===== config.mk =====
export PLATFORM = sky130hd
export DESIGN_NAME = tws_ctrl
export DESIGN_NICKNAME = d
export VERILOG_FILES = /design/src/rtl/core/two_waypoint_shortest_route_assert.svh /design/src/rtl/core/tws_pkg.sv /design/src/rtl/core/tws_ctrl.sv
export SDC_FILE = /design/constraint.sdc
export NUM_CORES = 1
export LEC_CHECK = 0
export ABC_AREA = 1
export BUFFER_PORTS_ARGS = -buffer_cell sky130_fd_sc_hd__buf_4
export CAP_MARGIN = 40
export CORE_MARGIN = 1
export CORE_UTILIZATION = 42
export CTS_CLUSTER_DIAMETER = 120
export DETAILED_ROUTE_END_ITERATION = 10
export HOLD_SLACK_MARGIN = 0.12
export PLACE_DENSITY = 0.78
export SLEW_MARGIN = 30
export SYNTH_ARGS = -nofsm -noshare
export SYNTH_HDL_FRONTEND = slang
export SYNTH_SLANG_ARGS = --single-unit

===== constraint.sdc =====
create_clock -name aclk -period 1.4 [get_ports aclk]
set_input_delay 0.42 -clock aclk [delete_from_list [all_inputs] [get_ports aclk]]
set_output_delay 0.42 -clock aclk [all_outputs]
set_load 0.03 [all_outputs]

===== src/rtl/core/two_waypoint_shortest_route_assert.svh =====
// assertion macros for the two-waypoint route block
// used by files that check their own logic; needs aclk and aresetn in scope
`ifndef TWO_WAYPOINT_SHORTEST_ROUTE_ASSERT_SVH
`define TWO_WAYPOINT_SHORTEST_ROUTE_ASSERT_SVH
`ifndef SYNTHESIS
`define TWR_ASSERT(lbl, prop) \
    lbl: assert property (@(posedge aclk) disable iff (!aresetn) (prop)) \
        else $error("two_waypoint_shortest_route: assertion failed");
`define TWR_ASSERT_IMP(lbl, ante, cons) \
    lbl: assert property (@(posedge aclk) disable iff (!aresetn) (ante) |-> (cons)) \
        else $error("two_waypoint_shortest_route: implication failed");
`else
`define TWR_ASSERT(lbl, prop)
`define TWR_ASSERT_IMP(lbl, ante, cons)
`endif
`endif


===== src/rtl/core/tws_pkg.sv =====
// shared types and constants of the two-waypoint route block
// no dependencies
package tws_pkg;

    localparam int MAX_NODES   = 16;
    localparam int NODE_W      = $clog2(MAX_NODES);
    localparam int CNT_W       = NODE_W + 1;
    localparam int CFG_W       = 5;
    localparam int WEIGHT_W    = 16;
    localparam int DIST_W      = 21;
    localparam int KEY_W       = DIST_W + 1;
    localparam int COST_W      = 22;
    localparam int TBL_DEPTH   = MAX_NODES * MAX_NODES;
    localparam int ROUTE_DEPTH = 1 + 3 * (MAX_NODES - 1);
    localparam int LEN_W       = $clog2(ROUTE_DEPTH + 1);
    localparam int RT_DEPTH    = 2 * (2 ** LEN_W);
    localparam int IN_W        = 40;
    localparam int OUT_W       = 32;

    localparam logic [CNT_W-1:0] NODES_CNT = CNT_W'(MAX_NODES);

    typedef enum logic [1:0] {
        ACT_CLEAR = 2'd0,
        ACT_ADD   = 2'd1,
        ACT_FIND  = 2'd2,
        ACT_NONE  = 2'd3
    } action_t;

    typedef enum logic [3:0] {
        ST_IDLE,
        ST_DISPATCH,
        ST_ADD_A,
        ST_ADD_B,
        ST_BAD,
        ST_ORD_INIT,
        ST_LEG_INIT,
        ST_SCAN,
        ST_SCAN_END,
        ST_LEG_END,
        ST_TRACE,
        ST_POP,
        ST_ORD_END,
        ST_EMIT_RD,
        ST_EMIT_LD
    } state_t;

    typedef struct packed {
        logic capture;
        logic clear;
        logic add_a;
        logic add_b;
        logic bad_ld;
        logic ord_init;
        logic leg_init;
        logic scan;
        logic scan_end;
        logic leg_end;
        logic trace;
        logic pop;
        logic ord_end;
        logic emit_ld;
    } cmd_t;

    typedef struct packed {
        action_t act;
        logic    range_bad;
        logic    out_free;
        logic    scan_last;
        logic    round_last;
        logic    dst_reached;
        logic    parent_ok;
        logic    chain_empty;
        logic    leg_last;
        logic    ord_last;
        logic    emit_last;
    } sts_t;

endpackage


===== src/rtl/core/tws_ctrl.sv =====
// sequencer of the two-waypoint route block
// depends on tws_pkg; drives tws_dpath through cmd_t, reads sts_t
module tws_ctrl (
    input  logic            aclk,
    input  logic            aresetn,
    input  logic            s_tvalid,
    output logic            s_tready,
    input  tws_pkg::sts_t   sts,
    output tws_pkg::cmd_t   cmd
);

    tws_pkg::state_t state_reg, state_next;

    always_ff @(posedge aclk) begin
        if (!aresetn) begin
            state_reg <= tws_pkg::ST_IDLE;
        end else begin
            state_reg <= state_next;
        end
    end

    always_comb begin
        state_next = state_reg;
        unique case (state_reg)
            tws_pkg::ST_IDLE: begin
                if (s_tvalid) state_next = tws_pkg::ST_DISPATCH;
            end
            tws_pkg::ST_DISPATCH: begin
                unique case (sts.act)
                    tws_pkg::ACT_ADD:  state_next = tws_pkg::ST_ADD_A;
                    tws_pkg::ACT_FIND: state_next = sts.range_bad ? tws_pkg::ST_BAD
                                                                  : tws_pkg::ST_ORD_INIT;
                    default:           state_next = tws_pkg::ST_IDLE;
                endcase
            end
            tws_pkg::ST_ADD_A:    state_next = tws_pkg::ST_ADD_B;
            tws_pkg::ST_ADD_B:    state_next = tws_pkg::ST_IDLE;
            tws_pkg::ST_BAD: begin
                if (sts.out_free) state_next = tws_pkg::ST_IDLE;
            end
            tws_pkg::ST_ORD_INIT: state_next = tws_pkg::ST_LEG_INIT;
            tws_pkg::ST_LEG_INIT: state_next = tws_pkg::ST_SCAN;
            tws_pkg::ST_SCAN: begin
                if (sts.scan_last) state_next = tws_pkg::ST_SCAN_END;
            end
            tws_pkg::ST_SCAN_END: begin
                state_next = sts.round_last ? tws_pkg::ST_LEG_END : tws_pkg::ST_SCAN;
            end
            tws_pkg::ST_LEG_END: begin
                state_next = sts.dst_reached ? tws_pkg::ST_TRACE : tws_pkg::ST_POP;
            end
            tws_pkg::ST_TRACE: begin
                if (!sts.parent_ok) state_next = tws_pkg::ST_POP;
            end
            tws_pkg::ST_POP: begin
                if (sts.chain_empty) begin
                    state_next = sts.leg_last ? tws_pkg::ST_ORD_END : tws_pkg::ST_LEG_INIT;
                end
            end
            tws_pkg::ST_ORD_END: begin
                state_next = sts.ord_last ? tws_pkg::ST_EMIT_RD : tws_pkg::ST_ORD_INIT;
            end
            tws_pkg::ST_EMIT_RD:  state_next = tws_pkg::ST_EMIT_LD;
            tws_pkg::ST_EMIT_LD: begin
                if (sts.out_free) begin
                    state_next = sts.emit_last ? tws_pkg::ST_IDLE : tws_pkg::ST_EMIT_RD;
                end
            end
            default:              state_next = tws_pkg::ST_IDLE;
        endcase
    end

    always_comb begin
        cmd      = '0;
        s_tready = 1'b0;
        unique case (state_reg)
            tws_pkg::ST_IDLE: begin
                s_tready    = 1'b1;
                cmd.capture = s_tvalid;
            end
            tws_pkg::ST_DISPATCH: cmd.clear    = (sts.act == tws_pkg::ACT_CLEAR);
            tws_pkg::ST_ADD_A:    cmd.add_a    = 1'b1;
            tws_pkg::ST_ADD_B:    cmd.add_b    = 1'b1;
            tws_pkg::ST_BAD:      cmd.bad_ld   = sts.out_free;
            tws_pkg::ST_ORD_INIT: cmd.ord_init = 1'b1;
            tws_pkg::ST_LEG_INIT: cmd.leg_init = 1'b1;
            tws_pkg::ST_SCAN:     cmd.scan     = 1'b1;
            tws_pkg::ST_SCAN_END: cmd.scan_end = 1'b1;
            tws_pkg::ST_LEG_END:  cmd.leg_end  = 1'b1;
            tws_pkg::ST_TRACE:    cmd.trace    = 1'b1;
            tws_pkg::ST_POP:      cmd.pop      = 1'b1;
            tws_pkg::ST_ORD_END:  cmd.ord_end  = 1'b1;
            tws_pkg::ST_EMIT_RD:  cmd          = '0;
            tws_pkg::ST_EMIT_LD:  cmd.emit_ld  = sts.out_free;
            default:              cmd          = '0;
        endcase
    end

endmodule


==> flow_summary_export.csv, run 1 <==
group,metric,value,unit
run_status,status,"did not finish",
run_status,failing_step,"global routing",
run_status,error_line,"[ERROR GRT-0232] Routing congestion too high. Check the congestion heatmap in the GUI.",
synth,yosys.area_share.simple,65.5,%
synth,ys_seq_elements,4,
placed_design,dpl_cell_area,910,um^2
clock_tree,numCtsBuffers,3,
global_route,grt_max_degree,7,
placed_design,globalplace.congestion,0.865,
clock_tree,cts_sinks,4,
floorplanning,fp.dieH,38.1,um
clock_tree,clockRootBuffer,"clkbuf_4",
placed_design,post-place-ws,-85.4,ps
synth,mappedNetlistArea,548,um^2
clock_tree,htreeDepth,1,
sta,endpoint_type,"output port",
placed_design,dp.final_hpwl,1.55,mm
global_route,gr-usage-all-layers,72.8,%
synth,synth_fa_ha_area_share,0,%
global_route,overflow,20,
floorplanning,io_pins,30,
clock_tree,cts.path.max_buffers,2,
synth,synth.area.mux_share,0,%
synth,yosysSeqAreaShare,14.6,%
synth,syn_nets,131,
floorplanning,die_x,38.1,um
synth,synth_compound_area_share,5.48,%
synth,syn_inst,116,
sta,crit_endpoint,"cmd[12]",
synth,synth_top_family_by_area,"simple AND/OR/NAND/NOR gates",
floorplanning,num_rows,12,
synth,synthDistinctLibCells,13,
synth,yosysWarnings,0,
synth,synthXorXnorAreaFrac,0,%
floorplanning,initial_core_util,47.4,%
placed_design,portBuffers,29,
synth,avgSynthCellArea,4.72,um^2
clock_tree,cts_hold_buf,0,
==> cell usage after synthesis <==
library cell  count  area, um^2
a21oi_1           5        25.0
o21ai_0           1        5.00
nor2_2            4        25.0
inv_1            21        78.8
nand2_2           2        12.5
nand4_1           1        6.26
nand2_1          45         169
dfxtp_1           4        80.1
nor2_1           22        82.6
or2_2             1        6.26
nand3b_1          3        22.5
nand3_1           5        25.0
nor3_1            2        10.0
==> stage by stage <==
step | cells | utilization [%]
4_1_cts | 176 | 96.1
3_5_place_dp | 171 | 78.7
3_3_place_gp | 171 | 78.7
2_1_floorplan | 116 | -
==> per-layer routing <==
layer / global-route usage [%] / GRT overflow
met1: 71.1 / 0
met2: 94.5 / 13
met3: 45.3 / 0
met4: 86.6 / 7
met5: 0 / 0
==> what timing repair did <==
item,4_1_cts
endpoints found under the setup margin,19
pin swaps,8
buffers inserted,2
gates resized for setup,53
gates cloned,0
endpoints found under the hold margin,0
==> cells by family after synthesis <==
logic type / after synthesis
AND/OR/NAND/NOR: 85
buffers and inverters: 21
AO/OA/AOI/OAI: 6
flip-flops: 4
==> inputs of run 2 (changes only) <==
CORE_AREA = 2 2 63 65   (was not set)
CORE_MARGIN = not set   (was 1)
CORE_UTILIZATION = not set   (was 42)
CTS_CLUSTER_DIAMETER = not set   (was 120)
DIE_AREA = 0 0 65 67   (was not set)
HOLD_SLACK_MARGIN = not set   (was 0.12)
PLACE_DENSITY = not set   (was 0.78)
PLACE_DENSITY_LB_ADDON = 0.15   (was not set)
==> run 2 against run 1 <==
Against the previous run:
- the flow now finishes, with violations (negative setup slack)
- area after synthesis did not move
- synthesized cell count is the same
==> flow_summary_export.csv, run 2 <==
group,metric,value,unit
run_status,status,"complete, but fails checks",
run_status,violations,"negative setup slack",
clock_tree,insertion_delay,220,ps
detailed_routing,vias,856,
global_route,grt_pass1_wl,3.52,mm
floorplanning,initial_core_util,15.2,%
synth,ys_async_sr_fraction,0,%
layout,n_fill_cell,419,
detailed_routing,drt_first_pass_iters,4,
detailed_routing,drc,0,
clock_tree,clockRootBuffer,"clkbuf_8",
clock_tree,cts_tree,"built",
worst_setup_path,crit_start,"state_reg[1]$_SDFFE_PN0P_",
hold_path,hold_path.class,"in2reg",
power_and_ir_drop,power_per_cell_area,655,nW/um^2
worst_setup_path,path_max_fanout,5,
placed_design,globalplace.congestion,0.786,
worst_setup_path,critPathRequiredTime,980,ps
worst_setup_path,critPathKind,"reg2out",
detailed_routing,routedWlPerCell,10.1,um
floorplanning,num_rows,22,
sta,fmax,635,MHz
layout,largest_register_ffs,4,
synth,syn_nets,131,
floorplanning,die-area,4360,um^2
layout,final_cell_mix,"nand2_1 (37), buf_4 (34), buf_6 (16)",
global_route,gr-usage-all-layers,10.6,%
layout,antenna_cells,0,
synth,post-synth-top-area-fraction,30.8,%
synth,ys_seq_elements,4,
clock_tree,cts_hold_buf,0,
clock_tree,cts_sinks,4,
floorplanning,coreArea,3610,um^2
placed_design,dp.final_hpwl,1.75,mm
power_and_ir_drop,leakagePower,0.000641,uW
synth,mappedNetlistArea,548,um^2
layout,post_layout_nonfiller_instances,217,
sta,min_period_over_period,112,%
worst_setup_path,r2r_slack,40,ps
run,drv_cap,0,
layout,utilization,34.3,%
synth,synth_edf_count,0,
sta,fin_ws,-175,ps
placed_design,portBuffers,29,
clock_tree,htreeDepth,1,
global_route,grt_antenna_before_repair,0,
worst_setup_path,timing.critical_path.to_type,"output port",
sta,rsz0062_at_grt,"yes",
global_route,first_global_vias,835,
worst_setup_path,rr_startpoint,"state_reg[0]$_SDFFE_PN0P_",
layout,drive_above_1_share,53.3,%
global_route,overflow,0,
placed_design,dpl_cell_area,960,um^2
synth,post-synth-top-count-cell,"nand2_1",
layout,fin_area,1240,um^2
layout,fin_nets,186,
global_route,grt_max_degree,7,
sta,period_needed,1570,ps
synth,yosysSeqAreaShare,14.6,%
floorplanning,io_pins,30,
clock_tree,numCtsBuffers,3,
sta,fin_skew,1.55,ps
clock_tree,clk_pin_slew,30,ps
power_and_ir_drop,ir_drop,0.000276,V
worst_setup_path,startpoint_type,"flop",
detailed_routing,drtIter0Drc,16,
sta,finalSetupViolCount,15,
clock_tree,cts.path.max_buffers,2,
synth,avgSynthCellArea,4.72,um^2
detailed_routing,final_antenna_net_count,0,
synth,synth_largest_area_cell,"nand2_1",
detailed_routing,viasPerCell,3.94,
sta,finalHoldViolations,0,
worst_setup_path,timing.rr.end,"state_reg[3]$_SDFFE_PN0P_",
synth,netlist_top_cells_area,"nand2_1 (31%), nor2_1 (15%), dfxtp_1 (15%)",
layout,mostFrequentLayoutCell,"nand2_1",
hold_path,hold_depth,3,
synth,synthFlopType,"dfxtp_1",
hold_path,hp-start,"aresetn",
placed_design,dp_cells,206,
sta,drv_slew,0,
synth,syn_inst,116,
worst_setup_path,cp_data_arrival_time,1150,ps
synth,synthDistinctLibCells,13,
sta,worstMarginPinSlew,234,ps
synth,yosys-top-cells-count,"nand2_1 (45), nor2_1 (22), inv_1 (21)",
worst_setup_path,worstRegToRegCells,8,
layout,area_growth,126,%
sta,relSlewSlack,84.4,%
detailed_routing,wl,2.19,mm
floorplanning,fp.dieH,67,um
hold_path,min_to,"state_reg[1]$_SDFFE_PN0P_",
synth,yosysWarnings,0,
floorplanning,die_x,65,um
power_and_ir_drop,finalPower,811,uW
run 2: logic make-up after synthesis:
logic type,synth area share [%]
buf+inv,14.4
compound gates,5.48
flops,14.6
simple gates,65.5
run 2: worst max-delay path: stages (launching register included):
cell     delay, ps
dfxtp_4        350
buf_6          120
nor2_4         100
buf_6          120
nand2_2         60
inv_2           60
buf_6          120
run 2: worst max path at each step:
stage	end	slack, ps	cells past startpoint
final	cmd[8]	-170	6
after global routing	cmd[9]	-230	5
after CTS	cmd[0]	-170	5
after floorplan	cmd[10]	-80	3
after detailed placement	cmd[12]	-150	4
after global placement	cmd[12]	-180	4
run 2: stage by stage:
step                setup TNS (ps)  hold slack (ps)  setup WS (ps)
detailed placement           -1200              525           -152
global placement             -1190              521           -177
finish                       -1770              479           -175
global route                 -2960              517           -228
CTS                          -1780              488           -170
floorplan                     -372              494          -81.8
run 2: metal layers:
| layer | track usage [%] | part of all wire, % | vias up |
|---|---|---|---|
| li1 | - | - | 456 |
| met1 | 11.6 | 41 | 375 |
| met2 | 20.1 | 53 | 22 |
| met3 | 1.86 | 5.6 | 3 |
| met4 | 3.99 | 1.1 | 0 |
| met5 | 0 | 0 | - |
run 2: report_power, final:
part	internal, uW	switching (uW)	total (uW)
Clock	183	55.3	238
Sequential	126	23.3	149
Combinational	191	233	424
run 2: final cells by class:
cell class | instances | area (um^2) | share of cell area (%)
clock buffers | 3 | 41.3 | 3.34
well taps | 48 | 60.1 | 4.85
multi-input cells | 91 | 522 | 42.2
inverters | 21 | 83.8 | 6.77
flip-flops and latches | 4 | 95.1 | 7.68
repair buffers | 50 | 435 | 35.2
run 2: timing repair:
action / CTS / global route
resized for setup: 51 / 7
setup buffers: 6 / 2
endpoints found under the hold margin: 0 / 0
endpoints found under the setup margin: 19 / 19
pin swaps: 8 / 3
(Power assumes the default switching activity.)
==> inputs of run 3 (changes only) <==
ABC_AREA = not set   (was 1)
==> run 3 against run 2 <==
Against the previous run:
- the run still ends with negative setup slack left
- design area is 25% higher
- sequential share of layout area fell by 1.6 points
- flip-flop and latch count unchanged
- clock-buffer cell count stayed put
- core utilization increased by 8.7 points
- synthesized cell count is 16% lower
- worst hold slack improved by 23 ps
- power increased by 130%
- cell count shrank 4.1%
- clock skew barely moved
- highest routed layer unchanged
==> flow_summary_export.csv, run 3 <==
group,metric,value,unit
clock_tree,clk_pin_slew,30,ps
layout,antenna_cells,0,
global_route,grt_pass1_wl,4.40,mm
detailed_routing,routedWlPerCell,12.8,um
worst_setup_path,startpoint_type,"flop",
global_route,first_global_vias,972,
synth,synth_largest_area_cell,"dfxtp_1",
detailed_routing,drc,0,
floorplanning,num_rows,22,
global_route,gr-usage-all-layers,13.0,%
hold_path,hold_depth,3,
placed_design,portBuffers,29,
power_and_ir_drop,power_per_cell_area,1220,nW/um^2
run,drv_cap,0,
placed_design,dpl_cell_area,1200,um^2
synth,mappedNetlistArea,661,um^2
floorplanning,io_pins,30,
synth,post-synth-top-count-cell,"nand2b_1",
detailed_routing,final_antenna_net_count,0,
synth,synth_edf_count,0,
sta,drv_slew,0,
clock_tree,cts.path.max_buffers,2,
hold_path,hold_path.class,"in2reg",
sta,finalSetupViolCount,19,
global_route,grt_antenna_before_repair,0,
worst_setup_path,critPathKind,"reg2out",
worst_setup_path,critPathRequiredTime,980,ps
placed_design,post-place-ws,-258,ps
synth,synthFlopType,"dfxtp_1",
sta,period_needed,1660,ps
clock_tree,cts_sinks,4,
layout,area_growth,135,%
sta,finalHoldViolations,0,
sta,fmax,601,MHz
placed_design,globalplace.congestion,0.761,
synth,ys_seq_elements,4,
clock_tree,clockRootBuffer,"clkbuf_8",
synth,netlist_top_cells_area,"dfxtp_1 (12%), nand2b_1 (10%), a21oi_1 (6.1%)",
layout,fin_area,1550,um^2
layout,fin_nets,177,
sta,fin_skew,1.82,ps
floorplanning,die-area,4360,um^2
global_route,overflow,0,
clock_tree,cts_tree,"built",
sta,fin_hold_ws,502,ps
sta,fin_ws,-265,ps
clock_tree,numCtsBuffers,3,
power_and_ir_drop,pwr-share-seq,11.7,%
floorplanning,initial_core_util,18.3,%
sta,min_period_over_period,119,%
placed_design,dp.final_hpwl,1.97,mm
power_and_ir_drop,ir_drop,0.000419,V
detailed_routing,drtIter0Drc,24,
worst_setup_path,timing.critical_path.to_type,"output port",
layout,n_fill_cell,370,
sta,rsz0062_at_grt,"yes",
power_and_ir_drop,clockPowerShare,12.8,%
synth,avgSynthCellArea,6.74,um^2
synth,yosysWarnings,0,
clock_tree,htreeDepth,1,
floorplanning,die_x,65,um
floorplanning,fp.dieH,67,um
layout,drive_above_1_share,66.9,%
global_route,grt_max_degree,19,
layout,final_cell_mix,"buf_4 (47), buf_6 (19), nor2_4 (8)",
synth,syn_inst,98,
synth,ys_async_sr_fraction,0,%
layout,multi_input_area,742,um^2
power_and_ir_drop,p_switching,822,uW
sta,worstMarginPinSlew,392,ps
detailed_routing,vias,942,
worst_setup_path,cp_data_arrival_time,1240,ps
synth,synthDistinctLibCells,37,
synth,syn_nets,113,
floorplanning,coreArea,3610,um^2
layout,largest_register_ffs,4,
power_and_ir_drop,intPower,1070,uW
worst_setup_path,path_max_fanout,5,
synth,yosys-top-cells-count,"nand2b_1 (11), nor2_1 (10), a21oi_1 (8)",
sta,relSlewSlack,73.5,%
detailed_routing,drt_first_pass_iters,4,
layout,mostFrequentLayoutCell,"buf_4",
run_status,status,"complete, but fails checks",
power_and_ir_drop,leakagePower,0.000634,uW
run_status,violations,"negative setup slack",
worst_setup_path,worstRegToRegCells,6,
layout,regArea,95.1,um^2
detailed_routing,viasPerCell,4.53,
synth,yosysSeqAreaShare,12.1,%
synth,post-synth-top-area-fraction,12.1,%
detailed_routing,wl,2.66,mm
power_and_ir_drop,p_comb_share,75.4,%
power_and_ir_drop,netSwitchingFraction,43.4,%
clock_tree,insertion_delay,220,ps
[run 3: changes by cell type after synthesis, sizes merged, moves of 3 or more]
cell	change
nand2	-40
inv	-18
nor2	-16
nand2b	+11
buf	+6
nor4	+5
nand3	-4
nor2b	+4
nor3	+4
a21oi	+3
clkbuf	+3
o211ai	+3
[run 3: cell families (layout without fill, tap and decap cells)]
logic type / Yosys count / in the layout / synth area share [%]
AO/OA/AOI/OAI: 21 / 21 / 22.7
multiplexers: 2 / 2 / 3.03
AND/OR/NAND/NOR: 59 / 59 / 53.6
flip-flops: 4 / 4 / 12.1
buffers and inverters: 12 / 74 / 8.52
[run 3: through the flow]
stage / cells / utilization (%) / total power, uW / setup TNS, ps
after floorplan: 98 / - / 967 / -1690
after global placement: 192 / 33.2 / 1290 / -2090
after detailed placement: 192 / 33.2 / 1300 / -2060
after CTS: 200 / 39.0 / 1800 / -3590
after global routing: 208 / 43.0 / 2030 / -4780
final: 208 / 43.0 / 1890 / -3750
[run 3: power by group through the flow]
stage,logic (uW),clock network (uW),registers [uW]
floorplan,794,0,173
finish,1430,243,222
global route,1530,262,234
CTS,1330,255,220
global placement,1090,0,200
detailed placement,1100,0,199
[run 3: what timing repair did]
item | in CTS | in global routing
hold buffers | 0 | 0
buffers inserted | 5 | 8
resized for setup | 34 | 20
endpoints found under the setup margin | 19 | 19
pin swaps | 9 | 5
[run 3: path summary, 6_finish.rpt]
kind,start,to,slack (ps)
max,state_reg[2]$_SDFFE_PN0P_,cmd[13],-260
min,aresetn,state_reg[0]$_SDFFE_PN0P_,500
max reg2reg,state_reg[3]$_SDFFE_PN0P_,state_reg[3]$_SDFFE_PN0P_,-200
min reg2reg,state_reg[2]$_SDFFE_PN0P_,state_reg[2]$_SDFFE_PN0P_,670
[run 3: cell type report]
type | count | share of cell area, %
Clock buffer | 3 | 2.66
Tap cell | 48 | 3.87
Timing Repair Buffer | 68 | 38.8
Inverter | 3 | 0.726
Multi-Input combinational cell | 82 | 47.8
Sequential cell | 4 | 6.13
[run 3: worst max-delay path, cell delays in order (launching register included)]
cell and delay (ps):
dfxtp_4 350, or2_4 280, nor3_4 130, and2_4 160, buf_6 120
[run 3: routing by layer]
metal  GRT usage, %  up-vias  part of all wire [%]
met2           21.4       24                    49
met4           6.38        0                   1.4
met3           1.35        4                   4.4
met5              0        -                     0
met1           16.7      431                    46
li1               -      483                     -
